$ cat src/pidff_pkg.sv
// Shared types and constants of the PID controller with feedforward.
package pidff_pkg;

  // Q16.16 signal width and Q8.24 gain width
  localparam int unsigned SigW = 32;
  localparam int unsigned GainW = 32;
  // magnitude of a difference of two signals
  localparam int unsigned MagW = SigW + 1;
  // truncated product, signed, with margin
  localparam int unsigned ProdW = 43;
  // fractional bits of a gain
  localparam int unsigned GainFrac = 24;

  // register indexes on the configuration port
  localparam logic [2:0] REG_GAIN_P  = 3'd0;
  localparam logic [2:0] REG_GAIN_I  = 3'd1;
  localparam logic [2:0] REG_GAIN_D  = 3'd2;
  localparam logic [2:0] REG_FF_GAIN = 3'd3;
  localparam logic [2:0] REG_OUT_MIN = 3'd4;
  localparam logic [2:0] REG_OUT_MAX = 3'd5;
  localparam logic [2:0] REG_REVERSE = 3'd6;
  localparam logic [2:0] REG_AUTO    = 3'd7;

  // reset value of the upper drive limit (1.0 in Q16.16)
  localparam logic signed [SigW-1:0] OutMaxReset = 32'sd65536;

  typedef struct packed {
    logic signed [SigW-1:0] setpoint;
    logic signed [SigW-1:0] measurement;
    logic signed [SigW-1:0] ff_reference;
    logic                   ff_enable;
  } in_word_t;

  typedef struct packed {
    logic signed [SigW-1:0] drive;
    logic                   computed;
  } out_word_t;

  typedef struct packed {
    logic [GainW-1:0]       gain_p;
    logic [GainW-1:0]       gain_i;
    logic [GainW-1:0]       gain_d;
    logic [GainW-1:0]       ff_gain;
    logic signed [SigW-1:0] out_min;
    logic signed [SigW-1:0] out_max;
    logic                   reverse;
    logic                   automatic_cfg;
  } cfg_t;

  // products handed from the multiply stage to the state update
  typedef struct packed {
    logic signed [ProdW-1:0] p_term;
    logic signed [ProdW-1:0] i_term;
    logic signed [ProdW-1:0] d_term;
    logic signed [ProdW-1:0] f_term;
    logic                    ff_enable;
  } prod_t;

endpackage

$ cat src/pidff_mulq.sv
// Sign-magnitude times Q8.24 gain, truncated toward zero, optional negation.
module pidff_mulq
  import pidff_pkg::*;
(
  input  logic [MagW-1:0]         mag_i,
  input  logic                    neg_i,
  input  logic [GainW-1:0]        gain_i,
  input  logic                    inv_i,
  output logic signed [ProdW-1:0] prod_o
);

  localparam int unsigned FullW = MagW + GainW;
  localparam int unsigned ShW = FullW - GainFrac;

  logic [FullW-1:0]       full;
  logic [ShW-1:0]         shifted;
  logic signed [ProdW-1:0] ext;

  // truncating the magnitude rounds toward zero
  assign full    = FullW'(mag_i) * FullW'(gain_i);
  assign shifted = full[FullW-1:GainFrac];
  assign ext     = signed'({{(ProdW-ShW){1'b0}}, shifted});
  assign prod_o  = (neg_i ^ inv_i) ? -ext : ext;

endmodule

$ cat config.mk
export PLATFORM = sky130hd
export DESIGN_NAME = pidff_mulq
export DESIGN_NICKNAME = d
export VERILOG_FILES = /design/src/pidff_pkg.sv /design/src/pidff_mulq.sv
export SDC_FILE = /design/constraint.sdc
export NUM_CORES = 2
export LEC_CHECK = 0
export ABC_AREA = 1
export BUFFER_PORTS_ARGS = -buffer_cell sky130_fd_sc_hd__buf_2
export CELL_PAD_IN_SITES_DETAIL_PLACEMENT = 1
export CELL_PAD_IN_SITES_GLOBAL_PLACEMENT = 1
export CORE_ASPECT_RATIO = 1.4
export CORE_MARGIN = 2
export CORE_UTILIZATION = 45
export DETAILED_ROUTE_END_ITERATION = 6
export MAX_ROUTING_LAYER = met4
export PLACE_DENSITY_LB_ADDON = 0.05
export SYNTH_ARGS = -nofsm -noshare
export SYNTH_HDL_FRONTEND = slang
export SYNTH_SLANG_ARGS = --single-unit
$ cat constraint.sdc
create_clock -name vclk -period 6.9
set_clock_uncertainty 0.15 [all_clocks]
set_input_delay 0 -clock vclk [all_inputs]
set_output_delay 0 -clock vclk [all_outputs]
set_load 0.005 [all_outputs]
==> impl_metrics.env <==
export IMPL_status="complete, but fails checks"
export IMPL_failed_checks="setup timing"
export IMPL_drt_pre_antenna_iters=5
export IMPL_share_of_layout_cells_above_drive_strength_1_pct=22.7
export IMPL_finalMaxSlewViolations=0
export IMPL_insertedDiodeCount=0
export IMPL_num_nets_final=7004
export IMPL_worst_setup_path_type="in -> out"
export IMPL_finalWeightedCongestion=0.935
export IMPL_mappedNetlistNets=6556
export IMPL_cpMostUsedCell="fa_1"
export IMPL_max_freq_mhz=136
export IMPL_yosys_cell_count_top_type="nand2_1"
export IMPL_synthesis_instances=5302
export IMPL_crit_path_from="mag_i[22]"
export IMPL_cp_max_fo=6
export IMPL_worstPathBufferInverterCount=12
export IMPL_max_cap_violations=0
export IMPL_totalNegativeSetupSlack_ns=-14.34
export IMPL_setup_slack_ns=-0.446
export IMPL_std_cell_rows=126
export IMPL_seq_cell_count=0
export IMPL_area_growth_pct=24.1
export IMPL_placed_cells_incl_taps=6774
export IMPL_max_slew_margin_rel_pct=67.9
export IMPL_synthesis_area_per_instance_um2=7.17
export IMPL_arrival_time_of_data_at_the_critical_path_endpoint_ns=7.20
export IMPL_finalNonFillerCells=6836
export IMPL_top_level_ports=110
export IMPL_start_util_pct=45.3
export IMPL_cpPeakStageDelay_ns=0.60
export IMPL_gr_usage_all_layers_pct=32.5
export IMPL_dp_hpwl_mm=117
export IMPL_wire_per_inst_um=19.7
export IMPL_worst_hold_path_type="in -> out"
export IMPL_antenna_found_initial=0
export IMPL_synth_yosys_seq_area_share_pct=0
export IMPL_first_drt_iteration_drcs=1347
export IMPL_final_min_clock_period_ns=7.35
export IMPL_ys_types=38
export IMPL_grt_max_degree=36
export IMPL_finalHoldViolCount=0
export IMPL_core_ar_mm2=0.0840
export IMPL_worst_path_max_delay_cell="fa_2"
export IMPL_synth_area_mm2=0.0380
export IMPL_synth_top_area_share_pct=48.7
export IMPL_finalSetupViolCount=40
export IMPL_ant_nets=0
export IMPL_critPathCaptureType="output pin"
export IMPL_timing_critical_path_from_type="input pin"
export IMPL_critPathRequiredTime_ns=6.75
export IMPL_seqCellArea_um2=0
export IMPL_clkbuf_count=0
export IMPL_crit_end="prod_o[29]"
export IMPL_die_h_um=348
export IMPL_finalWirelength_mm=135
export IMPL_setup_repair_after_global_routing_missed_its_margin="true"
export IMPL_drt_drc_violations_left=0
export IMPL_vias_per_cell=4.98
export IMPL_synth_yosys_warnings=0
export IMPL_first_global_vias=39294
export IMPL_worst_slew_pin_transition_ns=0.482
export IMPL_post_synth_most_frequent_cells="nand2_1 (1,709), inv_1 (1,688), fa_1 (925)"
export IMPL_globalRouteOverflowTotal=0
export IMPL_via_count=34037
export IMPL_crit_path_cell_count=37
export IMPL_full_die_area_mm2=0.0869
export IMPL_timing_final_crit_share_pct=106
export IMPL_floorplan_die_width_um=250
export IMPL_yosysTopAreaCell="fa_1"
export IMPL_post_synth_main_area_contributors="fa_1 (49%), nand2_1 (17%), inv_1 (17%), ha_1 (8.6%), clkbuf_1 (2.2%)"
export IMPL_timing_critical_path_max_delay_family="adder cells"
export IMPL_cts_hold_repair_buffers=0
export IMPL_io_buffer_count=110
export IMPL_grt_first_pass_wirelength_mm=213
[kinds of logic after synthesis]
family | after synthesis | synth area share [%]
AO/OA/AOI/OAI | 107 | 1.57
AND/OR/NAND/NOR | 2039 | 21.3
adder cells (fa/ha/maj) | 1187 | 57.3
buffers and inverters | 1937 | 19.1
XOR/XNOR | 32 | 0.737
[worst min-delay path, stage by stage]
cell     delay, ns
buf_2         0.08
nand2_1       0.04
nand2_1       0.29
nand2_1       0.10
nand2_1       0.07
buf_2         0.11
[routing by layer]
metal  track usage, %  up-vias  wire length (um)
met5                -        -                 0
met3             1.16      286              3220
met4             11.9        0              6660
li1                 -    15442                 -
met2             63.7      631             76700
met1             34.3    17678             48000
[worst min path at each step]
stage | from | endpoint | slack (ns) | cells after the start
CTS | inv_i | prod_o[31] | 0.56 | 6
global placement | inv_i | prod_o[31] | 0.50 | 6
finish | inv_i | prod_o[31] | 0.55 | 6
detailed placement | inv_i | prod_o[31] | 0.51 | 6
floorplan | inv_i | prod_o[31] | 0.14 | 4
global route | inv_i | prod_o[31] | 0.65 | 6
[through the flow]
step | cell area (um^2) | setup slack, ns | util (%) | hold WS, ns
final | 47200 | -0.446 | 56.2 | 0.546
after CTS | 45800 | -0.463 | 54.5 | 0.563
after floorplan | 38000 | 0.000365 | - | 0.135
after global placement | 43300 | -1.08 | 51.6 | 0.505
after global routing | 47200 | -0.709 | 56.2 | 0.647
after detailed placement | 43300 | -1.11 | 51.6 | 0.509
[layout make-up]
| type | count | area (um^2) |
|---|---|---|
| fillers | 10603 | 36800 |
| inverters | 1707 | 6410 |
| multi-input cells | 3365 | 33300 |
| well taps | 1088 | 1360 |
| repair buffers | 676 | 6180 |
[placed cells by master, fill, tap and decap left out, types with 37 or more instances in the layout]
| cell | netlist | layout |
|---|---|---|
| nand2_2 | 17 | 157 |
| nand2_4 | 2 | 58 |
| buf_12 | 0 | 53 |
| ha_4 | 0 | 37 |
| ha_1 | 262 | 221 |
| fa_2 | 0 | 78 |
| nand3_1 | 96 | 68 |
| nor2_4 | 4 | 55 |
| fa_1 | 925 | 847 |
| nand2_1 | 1709 | 1509 |
| buf_4 | 0 | 433 |
| nor2_1 | 143 | 72 |
| inv_1 | 1688 | 1603 |
| buf_6 | 0 | 112 |
| inv_2 | 16 | 98 |
| buf_2 | 3 | 63 |
[timing repair]
action | CTS | global route
buffers inserted | 35 | 23
resized for setup | 567 | 372
setup endpoints to repair | 42 | 42
pin swaps | 246 | 151
gates cloned | 4 | 1
Power is not shown: default switching activity piles up to over one toggle a cycle in this logic, so the estimate is an artifact.
