File: src/pidff_pkg.sv
// Shared types and constants of the PID controller with feedforward.
package pidff_pkg;

  // Q16.16 signal width and Q8.24 gain width
  localparam int unsigned SigW = 32;
  localparam int unsigned GainW = 32;
  // magnitude of a difference of two signals
  localparam int unsigned MagW = SigW + 1;
  // truncated product, signed, with margin
  localparam int unsigned ProdW = 43;
  // fractional bits of a gain
  localparam int unsigned GainFrac = 24;

  // register indexes on the configuration port
  localparam logic [2:0] REG_GAIN_P  = 3'd0;
  localparam logic [2:0] REG_GAIN_I  = 3'd1;
  localparam logic [2:0] REG_GAIN_D  = 3'd2;
  localparam logic [2:0] REG_FF_GAIN = 3'd3;
  localparam logic [2:0] REG_OUT_MIN = 3'd4;
  localparam logic [2:0] REG_OUT_MAX = 3'd5;
  localparam logic [2:0] REG_REVERSE = 3'd6;
  localparam logic [2:0] REG_AUTO    = 3'd7;

  // reset value of the upper drive limit (1.0 in Q16.16)
  localparam logic signed [SigW-1:0] OutMaxReset = 32'sd65536;

  typedef struct packed {
    logic signed [SigW-1:0] setpoint;
    logic signed [SigW-1:0] measurement;
    logic signed [SigW-1:0] ff_reference;
    logic                   ff_enable;
  } in_word_t;

  typedef struct packed {
    logic signed [SigW-1:0] drive;
    logic                   computed;
  } out_word_t;

  typedef struct packed {
    logic [GainW-1:0]       gain_p;
    logic [GainW-1:0]       gain_i;
    logic [GainW-1:0]       gain_d;
    logic [GainW-1:0]       ff_gain;
    logic signed [SigW-1:0] out_min;
    logic signed [SigW-1:0] out_max;
    logic                   reverse;
    logic                   automatic_cfg;
  } cfg_t;

  // products handed from the multiply stage to the state update
  typedef struct packed {
    logic signed [ProdW-1:0] p_term;
    logic signed [ProdW-1:0] i_term;
    logic signed [ProdW-1:0] d_term;
    logic signed [ProdW-1:0] f_term;
    logic                    ff_enable;
  } prod_t;

endpackage

File: src/pidff_cfg.sv
// Configuration register file with an APB-style write and read port.
module pidff_cfg
  import pidff_pkg::*;
(
  input  logic        clk_i,
  input  logic        rst_ni,
  input  logic        psel,
  input  logic        penable,
  input  logic        pwrite,
  input  logic [4:0]  paddr,
  input  logic [31:0] pwdata,
  output logic [31:0] prdata,
  output logic        pready,
  output cfg_t        cfg_o
);

  cfg_t       cfg_q;
  logic       wr_en;
  logic [2:0] idx;

  assign pready = 1'b1;
  assign wr_en  = psel & penable & pwrite;
  assign idx    = paddr[4:2];

  // register writes
  always_ff @(posedge clk_i or negedge rst_ni) begin
    if (!rst_ni) begin
      cfg_q.gain_p        <= '0;
      cfg_q.gain_i        <= '0;
      cfg_q.gain_d        <= '0;
      cfg_q.ff_gain       <= '0;
      cfg_q.out_min       <= '0;
      cfg_q.out_max       <= OutMaxReset;
      cfg_q.reverse       <= 1'b0;
      cfg_q.automatic_cfg <= 1'b0;
    end else if (wr_en) begin
      case (idx)
        REG_GAIN_P:  cfg_q.gain_p        <= pwdata;
        REG_GAIN_I:  cfg_q.gain_i        <= pwdata;
        REG_GAIN_D:  cfg_q.gain_d        <= pwdata;
        REG_FF_GAIN: cfg_q.ff_gain       <= pwdata;
        REG_OUT_MIN: cfg_q.out_min       <= pwdata;
        REG_OUT_MAX: cfg_q.out_max       <= pwdata;
        REG_REVERSE: cfg_q.reverse       <= pwdata[0];
        REG_AUTO:    cfg_q.automatic_cfg <= pwdata[0];
        default: ;
      endcase
    end
  end

  // read-back
  always_comb begin
    case (idx)
      REG_GAIN_P:  prdata = cfg_q.gain_p;
      REG_GAIN_I:  prdata = cfg_q.gain_i;
      REG_GAIN_D:  prdata = cfg_q.gain_d;
      REG_FF_GAIN: prdata = cfg_q.ff_gain;
      REG_OUT_MIN: prdata = cfg_q.out_min;
      REG_OUT_MAX: prdata = cfg_q.out_max;
      REG_REVERSE: prdata = {31'd0, cfg_q.reverse};
      REG_AUTO:    prdata = {31'd0, cfg_q.automatic_cfg};
      default:     prdata = '0;
    endcase
  end

  assign cfg_o = cfg_q;

endmodule

File: config.mk
export PLATFORM = sky130hd
export DESIGN_NAME = pidff_cfg
export DESIGN_NICKNAME = d
export VERILOG_FILES = /design/src/pidff_pkg.sv /design/src/pidff_cfg.sv
export SDC_FILE = /design/constraint.sdc
export NUM_CORES = 1
export LEC_CHECK = 0
export ABC_AREA = 1
export BUFFER_PORTS_ARGS = -buffer_cell sky130_fd_sc_hd__buf_2
export CAP_MARGIN = 25
export CORE_MARGIN = 1
export CORE_UTILIZATION = 35
export DETAILED_ROUTE_END_ITERATION = 8
export GPL_ROUTABILITY_DRIVEN = 1
export GPL_TIMING_DRIVEN = 0
export PLACE_DENSITY = 0.59
export SYNTH_ARGS = -nofsm -noshare
export SYNTH_HDL_FRONTEND = slang
export SYNTH_SLANG_ARGS = --single-unit
File: constraint.sdc
create_clock -name clk_i -period 1.5 [get_ports clk_i]
set_clock_uncertainty 0.2 [all_clocks]
set_input_delay 0.3 -clock clk_i [delete_from_list [all_inputs] [get_ports clk_i]]
set_output_delay 0.3 -clock clk_i [all_outputs]
set_load 0.1 [all_outputs]
==> results.py <==
metrics = {
    "global_route": {
        "grt_max_degree": 110,
        "groute.usage.overall_pct": 31.4,
        "antenna_found_initial": 0,
        "gr-total-overflow": 0,
        "first_global_vias": 9831,
        "grt_pass1_wl_um": 60800,
    },
    "run_status": {
        "run_status": "complete, but fails checks",
        "violations": "hold timing, setup timing",
    },
    "power_and_ir_drop": {
        "ir_drop_uv": 1120,
        "leakage_nw": 7.74,
        "power_density_nw_per_um2": 1780,
        "power_mw": 31.1,
    },
    "floorplanning": {
        "coreArea_um2": 25100,
        "ios": 269,
        "initial_core_util_pct": 35.6,
        "die_area_um2": 26200,
        "die_h_um": 162,
        "rows": 58,
        "die_x_um": 162,
    },
    "setup_path": {
        "critical_path_class": "flop to primary output",
        "path_cells": "nand4_1 > nand2_1 > nor2_2 > nand3_4 > buf_12",
        "r2r_cells": 3,
        "arrival_ns": 1.57,
        "slowest_stage": "dfrtp_4",
        "crit_path_max_incr_delay_ns": 0.49,
        "critPathCaptureType": "primary output",
        "worstPathRequired_ns": 1.00,
        "worstPathMaxFanout": 2,
        "worstSetupStartpointType": "flop",
    },
    "routing": {
        "routed-via-count": 9901,
        "ant_nets": 0,
        "routed_wl_um": 42900,
        "post_drt_wl_per_cell_um": 23.5,
        "drt_iter0_drc": 784,
        "vias_per_cell": 5.42,
        "drt_first_pass_iters": 5,
        "drc": 0,
    },
    "synth": {
        "synth_cell_types": 23,
        "yosys_warnings": 0,
        "synth_fp_nets": 1143,
        "synth.avg_cell_area_um2": 8.11,
        "synth_cells": 1101,
        "synth_top_area_cell": "dfrtp_1",
        "synth-seq-area-share_pct": 54.4,
        "ys_ff_latch": 194,
        "synth_area_leaders": "dfrtp_1 54%, nand2_1 8.4%, nor2_1 5.5%, inv_1 5.4%, o21ai_0 5.1%",
        "syn-cell-area_um2": 8930,
        "yosys.area.top_type_share_pct": 54.1,
    },
    "final_layout": {
        "drive_gt1_share_pct": 52.9,
        "nFillCells": 1739,
        "largest_register_ffs": 194,
        "area_growth_pct": 95.0,
        "final_nets": 1526,
        "finalNonFillerCells": 1827,
        "n_antenna_cell": 0,
        "fin_area_um2": 17400,
    },
    "placed_design": {
        "port_buffers": 264,
        "dp.final_hpwl_um": 24900,
        "placed_area_um2": 11600,
        "dp_cells": 1696,
        "routabilityCongestion": 0.852,
    },
    "clock_tree": {
        "clock_path_buffers": 2,
        "cts.sinks": 194,
        "htree_levels": 4,
        "insertion_delay_ns": 0.44,
        "path_clk_slew_ns": 0.08,
        "hold_buffers": 32,
        "cts_tree": "done",
        "root_buffer": "clkbuf_16",
        "cts_buffers": 17,
    },
    "worst_hold_path": {
        "min_path_type": "input port to async pin",
    },
    "timing": {
        "hold_viol": 85,
        "setup_slack_ns": -0.566,
        "rsz0062_at_grt": "true",
        "holdWs_ns": -0.348,
        "setup_viol": 252,
        "layout_min_cycle_time_ns": 2.07,
        "final_max_slew_viol_count": 0,
        "fin_crit_sh_pct": 138,
        "tightest_slew_ns": 0.723,
        "relSlewSlack_pct": 51.8,
        "fmax_mhz": 484,
    },
    "flow_run": {
        "drv_cap": 0,
    },
}
where the power goes:
group          switching, mW  internal (mW)
Clock                   2.36           2.39
Combinational           12.0           6.13
Sequential              1.59           6.59
Total                   15.9           15.1
cell families (layout without fill, tap and decap cells):
family,Yosys count,after routing,synth area share [%]
and+or+nand+nor,474,475,23.5
AOI/OAI and AO/OA,225,225,12.6
buffers and inverters,207,602,9.51
DFF,194,194,54.4
other,1,1,0.0420
Yosys cell counts (all sizes together):
cell type and count:
nand4 67, clkbuf 28, a21oi 65, buf 48, nand3 68, dfrtp 193, inv 130, o21ai 160
nor2 135, conb 1, clkinv 1, nand2 200, nor3 3, or2 1, dfstp 1
metrics by stage:
step           util (%)  setup WS, ns  TNS (ns)  hold WS (ns)
4_1_cts            65.1        -0.542    -30.17        -0.305
2_1_floorplan         -        -0.258     -8.15        -0.196
3_3_place_gp       46.2         -4.26   -883.66         0.284
5_1_grt            69.4        -0.620    -38.29        -0.301
3_5_place_dp       46.4         -1.18   -138.76         0.162
6_report           69.4        -0.566    -32.09        -0.348
metal layers:
metal  wire length, um  share of wire (%)  global-route usage (%)  vias up
met1             16700                 39                    40.1     4912
met4              1890                4.4                    12.6        0
li1                  -                  -                       -     4361
met5                 0                  0                       0        -
met2             20900                 49                    51.8      513
met3              3430                8.0                    6.66      115
cell type report:
| cell class | instances | area (um^2) | share of cell area, % |
|---|---|---|---|
| repair buffers | 365 | 5880 | 33.8 |
| flip-flops and latches | 194 | 5130 | 29.4 |
| multi-input cells | 701 | 4110 | 23.6 |
| plain buffers | 74 | 778 | 4.47 |
| inverters | 131 | 514 | 2.95 |
| clock buffers | 18 | 429 | 2.46 |
| well taps | 330 | 413 | 2.37 |
| clock inverters | 14 | 164 | 0.941 |
what timing repair did:
action,CTS,global route
resized for setup,948,224
endpoints found under the hold margin,154,85
buffers inserted,33,28
endpoints found under the setup margin,378,385
gates cloned,6,4
pin swaps,15,25
final timing paths:
path                                        start               endpoint  slack, ns
max                        cfg_o[123]$_DFFE_PN0P_             prdata[25]      -0.57
min                                        rst_ni   cfg_o[0]$_DFFE_PN0P_      -0.35
max reg2reg                 cfg_o[18]$_DFFE_PN1P_  cfg_o[18]$_DFFE_PN1P_       0.28
min reg2reg                 cfg_o[94]$_DFFE_PN0P_  cfg_o[94]$_DFFE_PN0P_       0.34
max in group asynchronous                  rst_ni  cfg_o[79]$_DFFE_PN0P_       0.40
min in group clk_i                       paddr[3]   cfg_o[0]$_DFFE_PN0P_       0.11
cells in the final DEF (no fill, tap or decap), types with 2 or more instances in the layout:
master | synthesis | routed
nand2_4 | 0 | 3
o21ai_2 | 0 | 5
nor2_2 | 0 | 31
nand3_1 | 65 | 16
clkbuf_2 | 0 | 13
a21oi_2 | 0 | 25
buf_6 | 0 | 38
inv_4 | 0 | 2
buf_8 | 0 | 14
inv_6 | 0 | 5
nand3_4 | 0 | 35
clkbuf_16 | 0 | 23
nand2_2 | 1 | 10
clkbuf_8 | 0 | 9
clkinv_4 | 0 | 2
buf_4 | 9 | 39
nor2_1 | 131 | 85
nand2_1 | 199 | 187
nor3_1 | 3 | 2
inv_2 | 2 | 8
inv_8 | 0 | 3
dlygate4sd3_1 | 0 | 32
nand3_2 | 3 | 17
buf_16 | 0 | 5
dfrtp_4 | 0 | 11
clkinvlp_4 | 0 | 2
nand4_1 | 67 | 67
o21ai_0 | 91 | 60
clkinv_8 | 0 | 3
inv_1 | 128 | 119
a21oi_1 | 65 | 40
nor2_4 | 3 | 19
o21ai_1 | 69 | 94
dfrtp_2 | 0 | 182
buf_2 | 30 | 48
buf_12 | 0 | 234
worst max-delay path: cells and delay by family, from the launching register on:
kind,cells,cell delay (ns)
flops,1,0.49
simple gates,4,0.46
buf+inv,1,0.18
(Power assumes the default switching activity.)
