## src/pidff_pkg.sv

```systemverilog
// Shared types and constants of the PID controller with feedforward.
package pidff_pkg;

  // Q16.16 signal width and Q8.24 gain width
  localparam int unsigned SigW = 32;
  localparam int unsigned GainW = 32;
  // magnitude of a difference of two signals
  localparam int unsigned MagW = SigW + 1;
  // truncated product, signed, with margin
  localparam int unsigned ProdW = 43;
  // fractional bits of a gain
  localparam int unsigned GainFrac = 24;

  // register indexes on the configuration port
  localparam logic [2:0] REG_GAIN_P  = 3'd0;
  localparam logic [2:0] REG_GAIN_I  = 3'd1;
  localparam logic [2:0] REG_GAIN_D  = 3'd2;
  localparam logic [2:0] REG_FF_GAIN = 3'd3;
  localparam logic [2:0] REG_OUT_MIN = 3'd4;
  localparam logic [2:0] REG_OUT_MAX = 3'd5;
  localparam logic [2:0] REG_REVERSE = 3'd6;
  localparam logic [2:0] REG_AUTO    = 3'd7;

  // reset value of the upper drive limit (1.0 in Q16.16)
  localparam logic signed [SigW-1:0] OutMaxReset = 32'sd65536;

  typedef struct packed {
    logic signed [SigW-1:0] setpoint;
    logic signed [SigW-1:0] measurement;
    logic signed [SigW-1:0] ff_reference;
    logic                   ff_enable;
  } in_word_t;

  typedef struct packed {
    logic signed [SigW-1:0] drive;
    logic                   computed;
  } out_word_t;

  typedef struct packed {
    logic [GainW-1:0]       gain_p;
    logic [GainW-1:0]       gain_i;
    logic [GainW-1:0]       gain_d;
    logic [GainW-1:0]       ff_gain;
    logic signed [SigW-1:0] out_min;
    logic signed [SigW-1:0] out_max;
    logic                   reverse;
    logic                   automatic_cfg;
  } cfg_t;

  // products handed from the multiply stage to the state update
  typedef struct packed {
    logic signed [ProdW-1:0] p_term;
    logic signed [ProdW-1:0] i_term;
    logic signed [ProdW-1:0] d_term;
    logic signed [ProdW-1:0] f_term;
    logic                    ff_enable;
  } prod_t;

endpackage

```

## src/pidff_update.sv

```systemverilog
// Integrator, drive and mode state, updated once per word, plus the result register.
module pidff_update
  import pidff_pkg::*;
(
  input  logic      clk_i,
  input  logic      rst_ni,
  input  logic      load_i,
  input  prod_t     prod_i,
  input  cfg_t      cfg_i,
  output out_word_t result_o
);

  localparam int unsigned SumW = 48;

  logic signed [SigW-1:0] integ_q, drive_q;
  logic                   was_auto_q;
  out_word_t              result_q;

  logic signed [SumW-1:0] lo, hi, half_lo, half_hi;
  logic signed [SumW-1:0] drive_ext, integ_ext;
  logic signed [SumW-1:0] p_ext, i_ext, d_ext, f_ext;
  logic signed [SumW-1:0] integ_base, integ_new, pid_c, base, final_drive;

  function automatic logic signed [SumW-1:0] clampv(
    input logic signed [SumW-1:0] x,
    input logic signed [SumW-1:0] lo_v,
    input logic signed [SumW-1:0] hi_v
  );
    logic signed [SumW-1:0] r;
    if (x < lo_v) begin
      r = lo_v;
    end else if (x > hi_v) begin
      r = hi_v;
    end else begin
      r = x;
    end
    return r;
  endfunction

  // widen everything to the working width
  assign lo        = {{(SumW-SigW){cfg_i.out_min[SigW-1]}}, cfg_i.out_min};
  assign hi        = {{(SumW-SigW){cfg_i.out_max[SigW-1]}}, cfg_i.out_max};
  assign half_lo   = lo >>> 1;
  assign half_hi   = hi >>> 1;
  assign drive_ext = {{(SumW-SigW){drive_q[SigW-1]}}, drive_q};
  assign integ_ext = {{(SumW-SigW){integ_q[SigW-1]}}, integ_q};
  assign p_ext = {{(SumW-ProdW){prod_i.p_term[ProdW-1]}}, prod_i.p_term};
  assign i_ext = {{(SumW-ProdW){prod_i.i_term[ProdW-1]}}, prod_i.i_term};
  assign d_ext = {{(SumW-ProdW){prod_i.d_term[ProdW-1]}}, prod_i.d_term};
  assign f_ext = {{(SumW-ProdW){prod_i.f_term[ProdW-1]}}, prod_i.f_term};

  // bumpless transfer: integrator starts from the held drive
  assign integ_base = was_auto_q ? integ_ext : clampv(drive_ext, lo, hi);
  assign integ_new  = clampv(integ_base + i_ext, half_lo, half_hi);
  assign pid_c      = clampv(p_ext + integ_new - d_ext, lo, hi);

  // manual mode holds the drive; feedforward acts in both modes
  assign base        = cfg_i.automatic_cfg ? pid_c : drive_ext;
  assign final_drive = prod_i.ff_enable ? clampv(base + f_ext, lo, hi) : base;

  always_ff @(posedge clk_i or negedge rst_ni) begin
    if (!rst_ni) begin
      integ_q    <= '0;
      drive_q    <= '0;
      was_auto_q <= 1'b0;
    end else if (load_i) begin
      if (cfg_i.automatic_cfg) begin
        integ_q <= integ_new[SigW-1:0];
      end
      drive_q    <= final_drive[SigW-1:0];
      was_auto_q <= cfg_i.automatic_cfg;
    end
  end

  // result register
  always_ff @(posedge clk_i) begin
    if (load_i) begin
      result_q.drive    <= final_drive[SigW-1:0];
      result_q.computed <= cfg_i.automatic_cfg;
    end
  end

  assign result_o = result_q;

endmodule
```

## config.mk

```make
export PLATFORM = sky130hd
export DESIGN_NAME = pidff_update
export DESIGN_NICKNAME = d
export VERILOG_FILES = /design/src/pidff_pkg.sv /design/src/pidff_update.sv
export SDC_FILE = /design/constraint.sdc
export NUM_CORES = 1
export LEC_CHECK = 0
export BUFFER_PORTS_ARGS = -buffer_cell sky130_fd_sc_hd__buf_4
export CORE_MARGIN = 8
export CORE_UTILIZATION = 35
export CTS_CLUSTER_SIZE = 30
export DETAILED_ROUTE_END_ITERATION = 7
export PLACE_DENSITY = 0.56
export SLEW_MARGIN = 20
export SYNTH_ARGS = -nofsm -noshare
export SYNTH_HDL_FRONTEND = slang
export SYNTH_SLANG_ARGS = --single-unit
```

## constraint.sdc

```tcl
create_clock -name clk_i -period 31 [get_ports clk_i]
set_clock_uncertainty 0.2 [all_clocks]
set_input_delay 0 -clock clk_i [delete_from_list [all_inputs] [get_ports clk_i]]
set_output_delay 0 -clock clk_i [all_outputs]
set_load 0.01 [all_outputs]
```

==> metrics.sh, run 1 <==
REGTOREGSTARTPOINT='drive_q[31]$_DFFE_PN0P_'
TIMING.FINAL.HOLD_VIOLATIONS=0
ANTENNA_FOUND_INITIAL=17
FINAL_NET_COUNT=4387
TIGHTEST_SLEW_NS=1.16
HOLDBUFCOUNTCTS=64
FINAL_CRITICAL_PATH_SETUP_SLACK_NS=3.18
FLOORPLAN.ROWS=97
SYNTH_WARNINGS=0
FIRST_GLOBAL_VIAS=24939
AREAGROWTHSYNTHTOFINISH_PCT=16.4
SETUP_VIOL_COUNT_FINAL=0
CORE_AREA_UM2=69900
GP_CONGESTION=0.965
CP_DATA_REQUIRED_TIME_NS=31.10
TIMING.SETUP.CRITICAL_PATH_CLASS='reg2reg'
PERIOD_SHARE_PCT=89.8
PATH_MAX_FANOUT=45
YS.FLOP_TYPE='sky130_fd_sc_hd__dfrtp_1'
SYNTH_COMMON_CELLS='sky130_fd_sc_hd__ha_1 (487), sky130_fd_sc_hd__a21oi_1 (365), sky130_fd_sc_hd__nand2_1 (280)'
START_KIND='flip-flop'
N_FILL_CELL=7455
TIMING.MAX_CAP.VIOLATIONS=0
PORT_BUFFERS=273
DRT_ITER0_DRC=2116
SYNTH_SEQUENTIAL_AREA_RATIO_PCT=10.6
POST_CTS_RESIZE_COUNT=0
YOSYSMOSTFREQUENTCELL='sky130_fd_sc_hd__ha_1'
SYNTH.DISTINCT_CELLS=84
SETUP.REG_TO_REG.WORST_SLACK_NS=3.18
GRT_START_MAX_NET_PINS=66
NUMBER_OF_MAX_SLEW_VIOLATIONS_IN_THE_FINAL_REPORT=0
CRITICAL_PATH.SLOWEST_CELL='sky130_fd_sc_hd__a2111oi_0'
SYNTH_AREA_PER_CELL_UM2=7.67
CTS_MAX_LEVEL=3
CTS_SINKS=98
CTS_MADE_BUFFERS=9
SYNTH_AREA_LEADER_CELL='sky130_fd_sc_hd__ha_1'
DIE_H_UM=282
ENDPOINT_KIND='flip-flop'
PERIOD_NEEDED_NS=27.82
YOSYS.AREA.TOP_TYPE_SHARE_PCT=24.7
POSTSYNTHREGISTERBITS=98
WORSTSETUPSTARTPOINT='drive_q[31]$_DFFE_PN0P_'
IO_PINS=403
R2R.WORST_PATH.CELLS=85
ROUTE.VIAS.TOTAL=25299
TRITONCTS='done'
POST_DRT_VIA_CELL_RATIO=5.70
SETUP-TNS-FINAL_NS=0
R2R-END='drive_q[17]$_DFFE_PN0P_'
POST-CTS-SETUP-BUFFERS=0
CLOCK_INSERTION_DELAY_AT_THE_LATER_PIN_OF_THE_SKEW_REPORT_NS=0.42
MAX-SLEW-MARGIN-REL_PCT=22.5
ASYNCSETRESETFLOPFRACSYNTH_PCT=66.3
FIRST_PASS_ITERATION_COUNT_OF_THE_DETAILED_ROUTER=6
AVGROUTEDWIREPERCELL_UM=22.5
MIN-DELAY-START='cfg_i[28]'
INITIAL_CORE_UTIL_PCT=35.3
DIE-AREA_UM2=79300
PLACE_WS_NS=3.80
CTS.PATH.MAX_BUFFERS=2
CRIT_ARRIVAL_NS=27.92
WHS_ENDPOINT='drive_q[26]$_DFFE_PN0P_'
GRT.TOTAL_USAGE_PCT=24.5
STATUS='finished clean'
SYNTH_AREA_UM2=24700
WORSTHOLDPATHCELLS=4
NUMBER_OF_FLOPS_MAPPED_TO_ENABLE_CELLS_BY_YOSYS=33
FIRST_PASS_GRT_WIRE_LENGTH_MM=149
POST_ROUTE_CELLS_DRIVE_ABOVE_1_SHARE_PCT=11.6
CLOCKROOTBUFFER='sky130_fd_sc_hd__clkbuf_16'
OVERFLOW=0
UNREPAIRED_SETUP_ENDPOINTS_AFTER_GLOBAL_ROUTING='no'
FP.DIEW_UM=282
MAX_FREQ_MHz=35.9
DP.FINAL_HPWL_MM=83.0
POSTROUTEANTENNANETS=0
CLK_PIN_SLEW_NS=0.10
SYN-NUM-NETS=4123
SYNTH_AREA_LEADERS='sky130_fd_sc_hd__ha_1 (25%), sky130_fd_sc_hd__a21oi_1 (7.4%), sky130_fd_sc_hd__dfrtp_1 (6.6%), sky130_fd_sc_hd__a21o_1 (5.0%), sky130_fd_sc_hd__nand2_1 (4.3%)'
DRT_DRC_VIOLATIONS_LEFT=0
WORST_STAGE_DELAY_ON_THE_CRITICAL_PATH_NS=0.91
TIMING.HOLD.WORST.CLASS='in2reg'
SYN_INST=3217
WL_MM=99.8
==> cell families (layout without fill, tap and decap cells) <==
logic type	after synthesis	in the layout	synth area share [%]
compound gates	1129	1129	29.7
simple gates	884	884	17.6
fa+ha+maj	536	536	28.7
buf+inv	368	637	5.71
xor+xnor	119	119	4.22
flops	98	98	10.6
mux	83	83	3.54
other cells	0	9	0
==> worst max-delay path, delay by kind of cell, from the launching register on <==
family                     cells  cell delay [ns]
DFF                            1             0.44
and+or+nand+nor               23             6.25
muxes                          2             0.37
adders and majority gates      9             3.47
buffers and inverters          8             2.63
AOI/OAI and AO/OA             41            13.72
xor gates and xnor gates       2             0.52
==> layer usage <==
layer	up-vias	track usage [%]	routed length (um)
met4	16	9.92	4000
met3	180	2.99	5090
met5	-	0	109
met1	11795	28.5	40300
li1	12532	-	-
met2	776	45.1	50300
==> how the worst max path moves through the flow <==
stage | to | slack, ns | cells past startpoint
2_1_floorplan | result_o[27]$_DFFE_PP_ | 10.71 | 85
3_3_place_gp | result_o[7]$_DFFE_PP_ | 3.89 | 86
3_5_place_dp | result_o[19]$_DFFE_PP_ | 3.80 | 87
4_1_cts | drive_q[17]$_DFFE_PN0P_ | 3.85 | 85
5_1_grt | drive_q[17]$_DFFE_PN0P_ | 1.84 | 85
6_report | drive_q[17]$_DFFE_PN0P_ | 3.18 | 85
==> flip-flops by register name, summed over array words and instances, names as in the netlist <==
signal	flops
result_o	33
integ_q	32
drive_q	32
was_auto_q	1
==> final cells by class <==
cell class                 instances  area [um^2]  share of cell area, %
clock inverter                     7         90.1                  0.314
sequential                        98         2620                   9.11
tap                              940         1180                   4.09
clock buffer                       9          225                  0.784
multi-input combinational       2751        20700                   72.1
inverter                         254          953                   3.32
timing repair buffer             367         2930                   10.2
antenna                            9         22.5                 0.0784
==> placed cells by master, fill, tap and decap left out, types with 49 or more instances in the layout <==
master                          synthesis  layout
sky130_fd_sc_hd__a211oi_1              52      52
sky130_fd_sc_hd__a21o_1               166     166
sky130_fd_sc_hd__a21oi_1              365     365
sky130_fd_sc_hd__buf_4                  0     301
sky130_fd_sc_hd__dfrtp_1               65      65
sky130_fd_sc_hd__dlygate4sd3_1          0      65
sky130_fd_sc_hd__fa_1                  49      49
sky130_fd_sc_hd__ha_1                 487     487
sky130_fd_sc_hd__inv_1                252     250
sky130_fd_sc_hd__nand2_1              280     279
sky130_fd_sc_hd__nand3_1               84      84
sky130_fd_sc_hd__nand4_1               74      74
sky130_fd_sc_hd__nor2_1               185     184
sky130_fd_sc_hd__o21ai_0              188     188
sky130_fd_sc_hd__xnor2_1               89      89
==> metrics by stage <==
| step | hold slack, ns | area (um^2) | utilization (%) | cells |
|---|---|---|---|---|
| 2_1_floorplan | -0.496 | 24700 | - | 3217 |
| 4_1_cts | 0.000660 | 28700 | 41.0 | 4423 |
| 3_5_place_dp | 0.0302 | 27700 | 39.6 | 4343 |
| 5_1_grt | 0.0266 | 28700 | 41.1 | 4427 |
| 6_report | 0.0184 | 28700 | 41.1 | 4435 |
| 3_3_place_gp | 0.0300 | 27700 | 39.6 | 4343 |
Power of run 1 is not shown: default switching activity piles up to over one toggle a cycle in this logic, so the estimate is an artifact.
==> run 2, diff against run 1 <==
--- a/config.mk
+++ b/config.mk
@@ -5,12 +5,13 @@
 export SDC_FILE = /design/constraint.sdc
 export NUM_CORES = 1
 export LEC_CHECK = 0
-export BUFFER_PORTS_ARGS = -buffer_cell sky130_fd_sc_hd__buf_4
+export CORE_ASPECT_RATIO = 1.4
 export CORE_MARGIN = 8
 export CORE_UTILIZATION = 35
 export CTS_CLUSTER_SIZE = 30
 export DETAILED_ROUTE_END_ITERATION = 7
-export PLACE_DENSITY = 0.56
+export DONT_BUFFER_PORTS = 1
+export PLACE_DENSITY = 0.51
 export SLEW_MARGIN = 20
 export SYNTH_ARGS = -nofsm -noshare
 export SYNTH_HDL_FRONTEND = slang
==> constraint.sdc (replaced) <==
create_clock -name clk_i -period 26 [get_ports clk_i]
set_clock_uncertainty 0.2 [all_clocks]
set_input_delay 0 -clock clk_i [delete_from_list [all_inputs] [get_ports clk_i]]
set_output_delay 0 -clock clk_i [all_outputs]
set_load 0.01 [all_outputs]
==> metrics.sh, run 2 (synthesis results as in run 1) <==
STATUS='complete, but fails checks'  # was finished clean
FAILED_CHECKS='hold timing'
MAX_FREQ_MHz=40.7  # was 35.9 MHz
PORT_BUFFERS=0  # was 273
TOTAL_AREA_OF_MULTI_INPUT_COMBINATIONAL_CELLS_UM2=20900  # was 20700 um^2
NUMBER_OF_MAX_SLEW_VIOLATIONS_IN_THE_FINAL_REPORT=0  # unchanged
AREAGROWTHSYNTHTOFINISH_PCT=11.3  # was 16.4%
POST_ROUTE_CELLS_DRIVE_ABOVE_1_SHARE_PCT=5.64  # was 11.6%
POST_DRT_VIA_CELL_RATIO=5.95  # was 5.70
WHS_ENDPOINT='result_o[6]$_DFFE_PP_'  # was drive_q[26]$_DFFE_PN0P_
UNREPAIRED_SETUP_ENDPOINTS_AFTER_GLOBAL_ROUTING='no'  # unchanged
TIMING.FINAL.HOLD_VIOLATIONS=1  # was 0
DRT_ITER0_DRC=1796  # was 2116
IO_PINS=403  # unchanged
FINAL_AREA_UM2=27500  # was 28700 um^2
TRITONCTS='done'  # unchanged
FIRST_PASS_GRT_WIRE_LENGTH_MM=160  # was 149 mm
FLOORPLAN.ROWS=115  # was 97
PLACE_WS_NS=1.19  # was 3.80 ns
ENDPOINT_KIND='flip-flop'  # unchanged
CLK_PIN_SLEW_NS=0.09  # was 0.10 ns
TIGHTEST_SLEW_NS=1.11  # was 1.16 ns
WL_MM=111  # was 99.8 mm
CRITICAL_PATH.SLOWEST_CELL='sky130_fd_sc_hd__or4_1'  # was sky130_fd_sc_hd__a2111oi_0
FIRST_PASS_ITERATION_COUNT_OF_THE_DETAILED_ROUTER=5  # was 6
FINAL_CRITICAL_PATH_SETUP_SLACK_NS=1.45  # was 3.18 ns
INITIAL_CORE_UTIL_PCT=35.2  # was 35.3%
SETUP.REG_TO_REG.WORST_SLACK_NS=1.45  # was 3.18 ns
SETUP-TNS-FINAL_NS=0  # unchanged
FINAL_NET_COUNT=4184  # was 4387
WORST_STAGE_DELAY_ON_THE_CRITICAL_PATH_NS=0.59  # was 0.91 ns
TIMING.HOLD.WORST.CLASS='in2reg'  # unchanged
PERIOD_SHARE_PCT=94.4  # was 89.8%
TIMING.SETUP.CRITICAL_PATH_CLASS='reg2reg'  # unchanged
MIN-DELAY-START='cfg_i[7]'  # was cfg_i[28]
FP.DIEW_UM=240  # was 282 um
CP_DATA_REQUIRED_TIME_NS=26.10  # was 31.10 ns
ANTENNA_FOUND_INITIAL=14  # was 17
POST_DP_CELL_AREA_UM2=25900  # was 27700 um^2
DIE-AREA_UM2=79400  # was 79300 um^2
DRT_DRC_VIOLATIONS_LEFT=0  # unchanged
R2R-END='drive_q[17]$_DFFE_PN0P_'  # unchanged
CLOCK_INSERTION_DELAY_AT_THE_LATER_PIN_OF_THE_SKEW_REPORT_NS=0.41  # was 0.42 ns
CTS_MAX_LEVEL=3  # unchanged
OVERFLOW=0  # unchanged
WORSTHOLDPATHCELLS=3  # was 4
LARGEST_REG_FLOPS=33  # unchanged
AVGROUTEDWIREPERCELL_UM=26.1  # was 22.5 um
DIE_H_UM=330  # was 282 um
GRT_START_MAX_NET_PINS=70  # was 66
CTS_MADE_BUFFERS=9  # unchanged
N_FILL_CELL=7490  # was 7455
CRIT_FAMILY='compound AO/OA/AOI/OAI gates'  # unchanged
CORE_AREA_UM2=70100  # was 69900 um^2
SETUP_VIOL_COUNT_FINAL=0  # unchanged
DP.FINAL_HPWL_MM=88.4  # was 83.0 mm
POSTROUTEANTENNANETS=0  # unchanged
LAYOUT_COMMONEST_CELL='sky130_fd_sc_hd__ha_1'  # unchanged
CTS_SINKS=98  # unchanged
TIMING.MAX_CAP.VIOLATIONS=0  # unchanged
REGTOREGSTARTPOINT='drive_q[31]$_DFFE_PN0P_'  # unchanged
WORST-PATH-BUF-INV=10  # was 8
GRT.TOTAL_USAGE_PCT=27.1  # was 24.5%
CLOCKROOTBUFFER='sky130_fd_sc_hd__clkbuf_16'  # unchanged
ROUTE.VIAS.TOTAL=25181  # was 25299
GP_CONGESTION=0.954  # was 0.965
LAYOUT_COMMON_CELLS='sky130_fd_sc_hd__ha_1 (486), sky130_fd_sc_hd__a21oi_1 (364), sky130_fd_sc_hd__nand2_1 (279), sky130_fd_sc_hd__inv_1 (250), sky130_fd_sc_hd__o21ai_0 (187)'  # was sky130_fd_sc_hd__ha_1 (487), sky130_fd_sc_hd__a21oi_1 (365), sky130_fd_sc_hd__buf_4 (301), sky130_fd_sc_hd__nand2_1 (279), sky130_fd_sc_hd__inv_1 (250)
R2R.WORST_PATH.CELLS=84  # was 85
PERIOD_NEEDED_NS=24.55  # was 27.82 ns
START_KIND='flip-flop'  # unchanged
FIRST_GLOBAL_VIAS=25042  # was 24939
PATH_MAX_FANOUT=19  # was 45
CRIT_ARRIVAL_NS=24.65  # was 27.92 ns
CTS.PATH.MAX_BUFFERS=2  # unchanged
WORST_HOLD_SLACK_NS=-0.0163  # was 0.0184 ns
MAX-SLEW-MARGIN-REL_PCT=25.5  # was 22.5%
AREA.SEQUENTIAL_UM2=2620  # unchanged
## run 2: worst max path at each step
stage | startpoint | endpoint | slack (ns) | depth (start not counted)
after detailed placement | drive_q[31]$_DFFE_PN0P_ | result_o[8]$_DFFE_PP_ | 1.19 | 81
after floorplan | cfg_i[33] | result_o[27]$_DFFE_PP_ | 5.71 | 85
final | drive_q[31]$_DFFE_PN0P_ | drive_q[17]$_DFFE_PN0P_ | 1.45 | 84
after CTS | drive_q[31]$_DFFE_PN0P_ | drive_q[17]$_DFFE_PN0P_ | 0.47 | 85
after global routing | drive_q[31]$_DFFE_PN0P_ | drive_q[17]$_DFFE_PN0P_ | 0.03 | 87
after global placement | drive_q[31]$_DFFE_PN0P_ | result_o[8]$_DFFE_PP_ | 1.44 | 84
## run 2: timing repair
item,4_1_cts,5_1_grt
endpoints found under the hold margin,193,0
buffers inserted,0,1
hold buffers,105,0
setup endpoints to repair,0,64
resized for setup,0,24
## run 2: worst min-delay path, stage by stage
cell,delay (ns)
sky130_fd_sc_hd__mux2i_1,0.04
sky130_fd_sc_hd__a21oi_1,0.23
sky130_fd_sc_hd__mux2_2,0.20
## run 2: layout make-up
class / count / share of cell area, %
Sequential cell: 98 / 9.53
Inverter: 254 / 3.47
Timing Repair Buffer: 163 / 5.69
Tap cell: 936 / 4.26
Clock inverter: 7 / 0.246
Multi-Input combinational cell: 2752 / 75.9
Antenna cell: 11 / 0.100
Clock buffer: 9 / 0.820
## run 2: layer usage
metal  global-route usage, %  up-vias  wire, um
li1                        -    12148         -
met1                    27.0    11879     38900
met2                    50.0      853     56500
met3                    4.77      299      6320
met4                    19.3        2      8850
met5                       0        -        13
## run 2: metrics by stage
stage	hold WS (ns)	std cells	util, %
final	-0.0163	4230	39.2
after global placement	-0.490	4096	37.0
after global routing	0.00774	4227	39.2
after CTS	0.00725	4217	39.0
after floorplan	-0.496	3217	-
after detailed placement	-0.490	4096	37.0
Power of run 2 is left out for the same reason.
==> run 3, diff against run 2 <==
--- a/config.mk
+++ b/config.mk
@@ -6,7 +6,7 @@
 export NUM_CORES = 1
 export LEC_CHECK = 0
 export CORE_ASPECT_RATIO = 1.4
-export CORE_MARGIN = 8
+export CORE_MARGIN = 1
 export CORE_UTILIZATION = 35
 export CTS_CLUSTER_SIZE = 30
 export DETAILED_ROUTE_END_ITERATION = 7
==> constraint.sdc (replaced) <==
create_clock -name clk_i -period 26 [get_ports clk_i]
set_clock_uncertainty 0.2 [all_clocks]
set_input_delay 0 -clock clk_i [delete_from_list [all_inputs] [get_ports clk_i]]
set_output_delay 0 -clock clk_i [all_outputs]
set_load 0.05 [all_outputs]
==> metrics.sh, run 3 (synthesis results as in run 1) <==
PORT_BUFFERS=0  # unchanged
PERIOD_SHARE_PCT=95.7  # was 94.4%
MOST_PREVALENT_STANDARD_CELL_ON_THE_CRITICAL_PATH='sky130_fd_sc_hd__o21ai_0'
CRITICAL_PATH.SLOWEST_CELL='sky130_fd_sc_hd__dlygate4sd3_1'  # was sky130_fd_sc_hd__or4_1
GRT_START_MAX_NET_PINS=70  # unchanged
GRT.TOTAL_USAGE_PCT=30.3  # was 27.1%
ROUTE.VIAS.TOTAL=25246  # was 25181
FINAL_NET_COUNT=4175  # was 4184
WL_MM=110  # was 111 mm
START_KIND='flip-flop'  # unchanged
WORST_HOLD_SLACK_NS=-0.000292  # was -0.0163 ns
CLK_PIN_SLEW_NS=0.09  # about the same
POST_DP_CELL_AREA_UM2=25800  # was 25900 um^2
DRT_DRC_VIOLATIONS_LEFT=0  # unchanged
MAX-SLEW-MARGIN-REL_PCT=22.1  # was 25.5%
PERIOD_NEEDED_NS=24.88  # was 24.55 ns
DIE-AREA_UM2=71600  # was 79400 um^2
OVERFLOW=0  # unchanged
TIMING.FINAL.HOLD_VIOLATIONS=1  # unchanged
ANTENNA_FOUND_INITIAL=6  # was 14
AREAGROWTHSYNTHTOFINISH_PCT=11.1  # was 11.3%
LARGEST_REG_FLOPS=33  # unchanged
AREA.SEQUENTIAL_UM2=2620  # unchanged
FIRST_PASS_GRT_WIRE_LENGTH_MM=158  # was 160 mm
DRT_ITER0_DRC=1870  # was 1796
CLOCKROOTBUFFER='sky130_fd_sc_hd__clkbuf_16'  # unchanged
NUMBER_OF_MAX_SLEW_VIOLATIONS_IN_THE_FINAL_REPORT=0  # unchanged
FINAL_AREA_UM2=27400  # was 27500 um^2
CTS_MADE_BUFFERS=9  # unchanged
TIGHTEST_SLEW_NS=1.16  # was 1.11 ns
LAYOUT_COMMON_CELLS='sky130_fd_sc_hd__ha_1 (487), sky130_fd_sc_hd__a21oi_1 (362), sky130_fd_sc_hd__nand2_1 (278), sky130_fd_sc_hd__inv_1 (249), sky130_fd_sc_hd__o21ai_0 (187)'  # was sky130_fd_sc_hd__ha_1 (486), sky130_fd_sc_hd__a21oi_1 (364), sky130_fd_sc_hd__nand2_1 (279), sky130_fd_sc_hd__inv_1 (250), sky130_fd_sc_hd__o21ai_0 (187)
PATH_MAX_FANOUT=34  # was 19
POST_ROUTE_CELLS_DRIVE_ABOVE_1_SHARE_PCT=5.31  # was 5.64%
SETUP_VIOL_COUNT_FINAL=0  # unchanged
TIMING.MAX_CAP.VIOLATIONS=0  # unchanged
DIE_H_UM=316  # was 330 um
STATUS='complete, but fails checks'  # unchanged
CTS.PATH.MAX_BUFFERS=2  # unchanged
TIMING.SETUP.CRITICAL_PATH_CLASS='reg2reg'  # unchanged
CTS_MAX_LEVEL=3  # unchanged
FAILED_CHECKS='hold timing'  # unchanged
LAYOUT_COMMONEST_CELL='sky130_fd_sc_hd__ha_1'  # unchanged
WORST_STAGE_DELAY_ON_THE_CRITICAL_PATH_NS=0.61  # was 0.59 ns
POSTROUTEANTENNANETS=0  # unchanged
CLOCK_INSERTION_DELAY_AT_THE_LATER_PIN_OF_THE_SKEW_REPORT_NS=0.42  # was 0.41 ns
CRIT_ARRIVAL_NS=24.96  # was 24.65 ns
FIRST_GLOBAL_VIAS=24581  # was 25042
IO_PINS=403  # unchanged
TRITONCTS='done'  # unchanged
CORE_AREA_UM2=69500  # was 70100 um^2
CP_DATA_REQUIRED_TIME_NS=26.09  # was 26.10 ns
ENDPOINT_KIND='flip-flop'  # unchanged
TIMING.HOLD.WORST.CLASS='in2reg'  # unchanged
FLOORPLAN.ROWS=114  # was 115
CTS_SINKS=98  # unchanged
DP.FINAL_HPWL_MM=86.8  # was 88.4 mm
MAX_FREQ_MHz=40.2  # was 40.7 MHz
FIRST_PASS_ITERATION_COUNT_OF_THE_DETAILED_ROUTER=6  # was 5
TOTAL_AREA_OF_MULTI_INPUT_COMBINATIONAL_CELLS_UM2=20900  # about the same
FP.DIEW_UM=226  # was 240 um
POST_DRT_VIA_CELL_RATIO=6.00  # was 5.95
INITIAL_CORE_UTIL_PCT=35.5  # was 35.2%
GP_CONGESTION=0.947  # was 0.954
N_FILL_CELL=7516  # was 7490
AVGROUTEDWIREPERCELL_UM=26.2  # was 26.1 um
## run 3: worst paths after layout
kind / slack, ns / cells past startpoint / endpoint / start
worst min register to register: 0.28 / 2 / integ_q[3]$_DFFE_PN0P_ / integ_q[3]$_DFFE_PN0P_
worst min-delay path: -0.0003 / 3 / integ_q[31]$_DFFE_PN0P_ / cfg_i[65]
worst max register to register: 1.12 / 90 / drive_q[21]$_DFFE_PN0P_ / drive_q[31]$_DFFE_PN0P_
worst max-delay path: 1.12 / 90 / drive_q[21]$_DFFE_PN0P_ / drive_q[31]$_DFFE_PN0P_
max in group asynchronous: 23.61 / 4 / integ_q[9]$_DFFE_PN0P_ / rst_ni
min in group asynchronous: 0.44 / 3 / integ_q[13]$_DFFE_PN0P_ / rst_ni
## run 3: timing repair
action | 4_1_cts | 5_1_grt
resized for setup | 0 | 25
buffers inserted | 0 | 2
setup endpoints to repair | 0 | 64
hold buffers | 108 | 0
hold endpoints to repair | 189 | 0
## run 3: per-layer routing
layer	vias to the layer above	part of all wire, %	track usage, %
li1	12123	-	-
met5	-	0.012	0
met2	957	50	54.7
met3	390	6.4	5.74
met1	11774	35	30.0
met4	2	9.3	24.7
## run 3: through the flow
stage	TNS (ns)	hold WS (ns)	setup WS, ns	util [%]	cells
2_1_floorplan	0	-0.496	5.71	-	3217
6_report	0	-0.000292	1.12	39.5	4207
3_3_place_gp	0	-0.492	1.35	37.1	4074
3_5_place_dp	0	-0.493	1.17	37.1	4074
4_1_cts	0	0.00303	0.283	39.2	4198
5_1_grt	-0.0322	0.0171	-0.0322	39.5	4206
## run 3: layout make-up
class / instances / area share, %
sequential: 98 / 9.55
clock buffer: 9 / 0.821
inverter: 254 / 3.49
tap: 928 / 4.23
multi-input combinational: 2753 / 76.1
clock inverter: 7 / 0.246
antenna: 5 / 0.0456
timing repair buffer: 153 / 5.50
## run 3: worst max-delay path, delay by kind of cell (launching register included)
| kind | cells | cell delay [ns] |
|---|---|---|
| AOI/OAI and AO/OA | 40 | 10.26 |
| muxes | 2 | 0.85 |
| DFF | 1 | 0.46 |
| adders and majority gates | 9 | 3.09 |
| xor gates and xnor gates | 2 | 0.47 |
| and+or+nand+nor | 26 | 6.04 |
| buffers and inverters | 11 | 3.22 |
Power of run 3 is left out for the same reason.
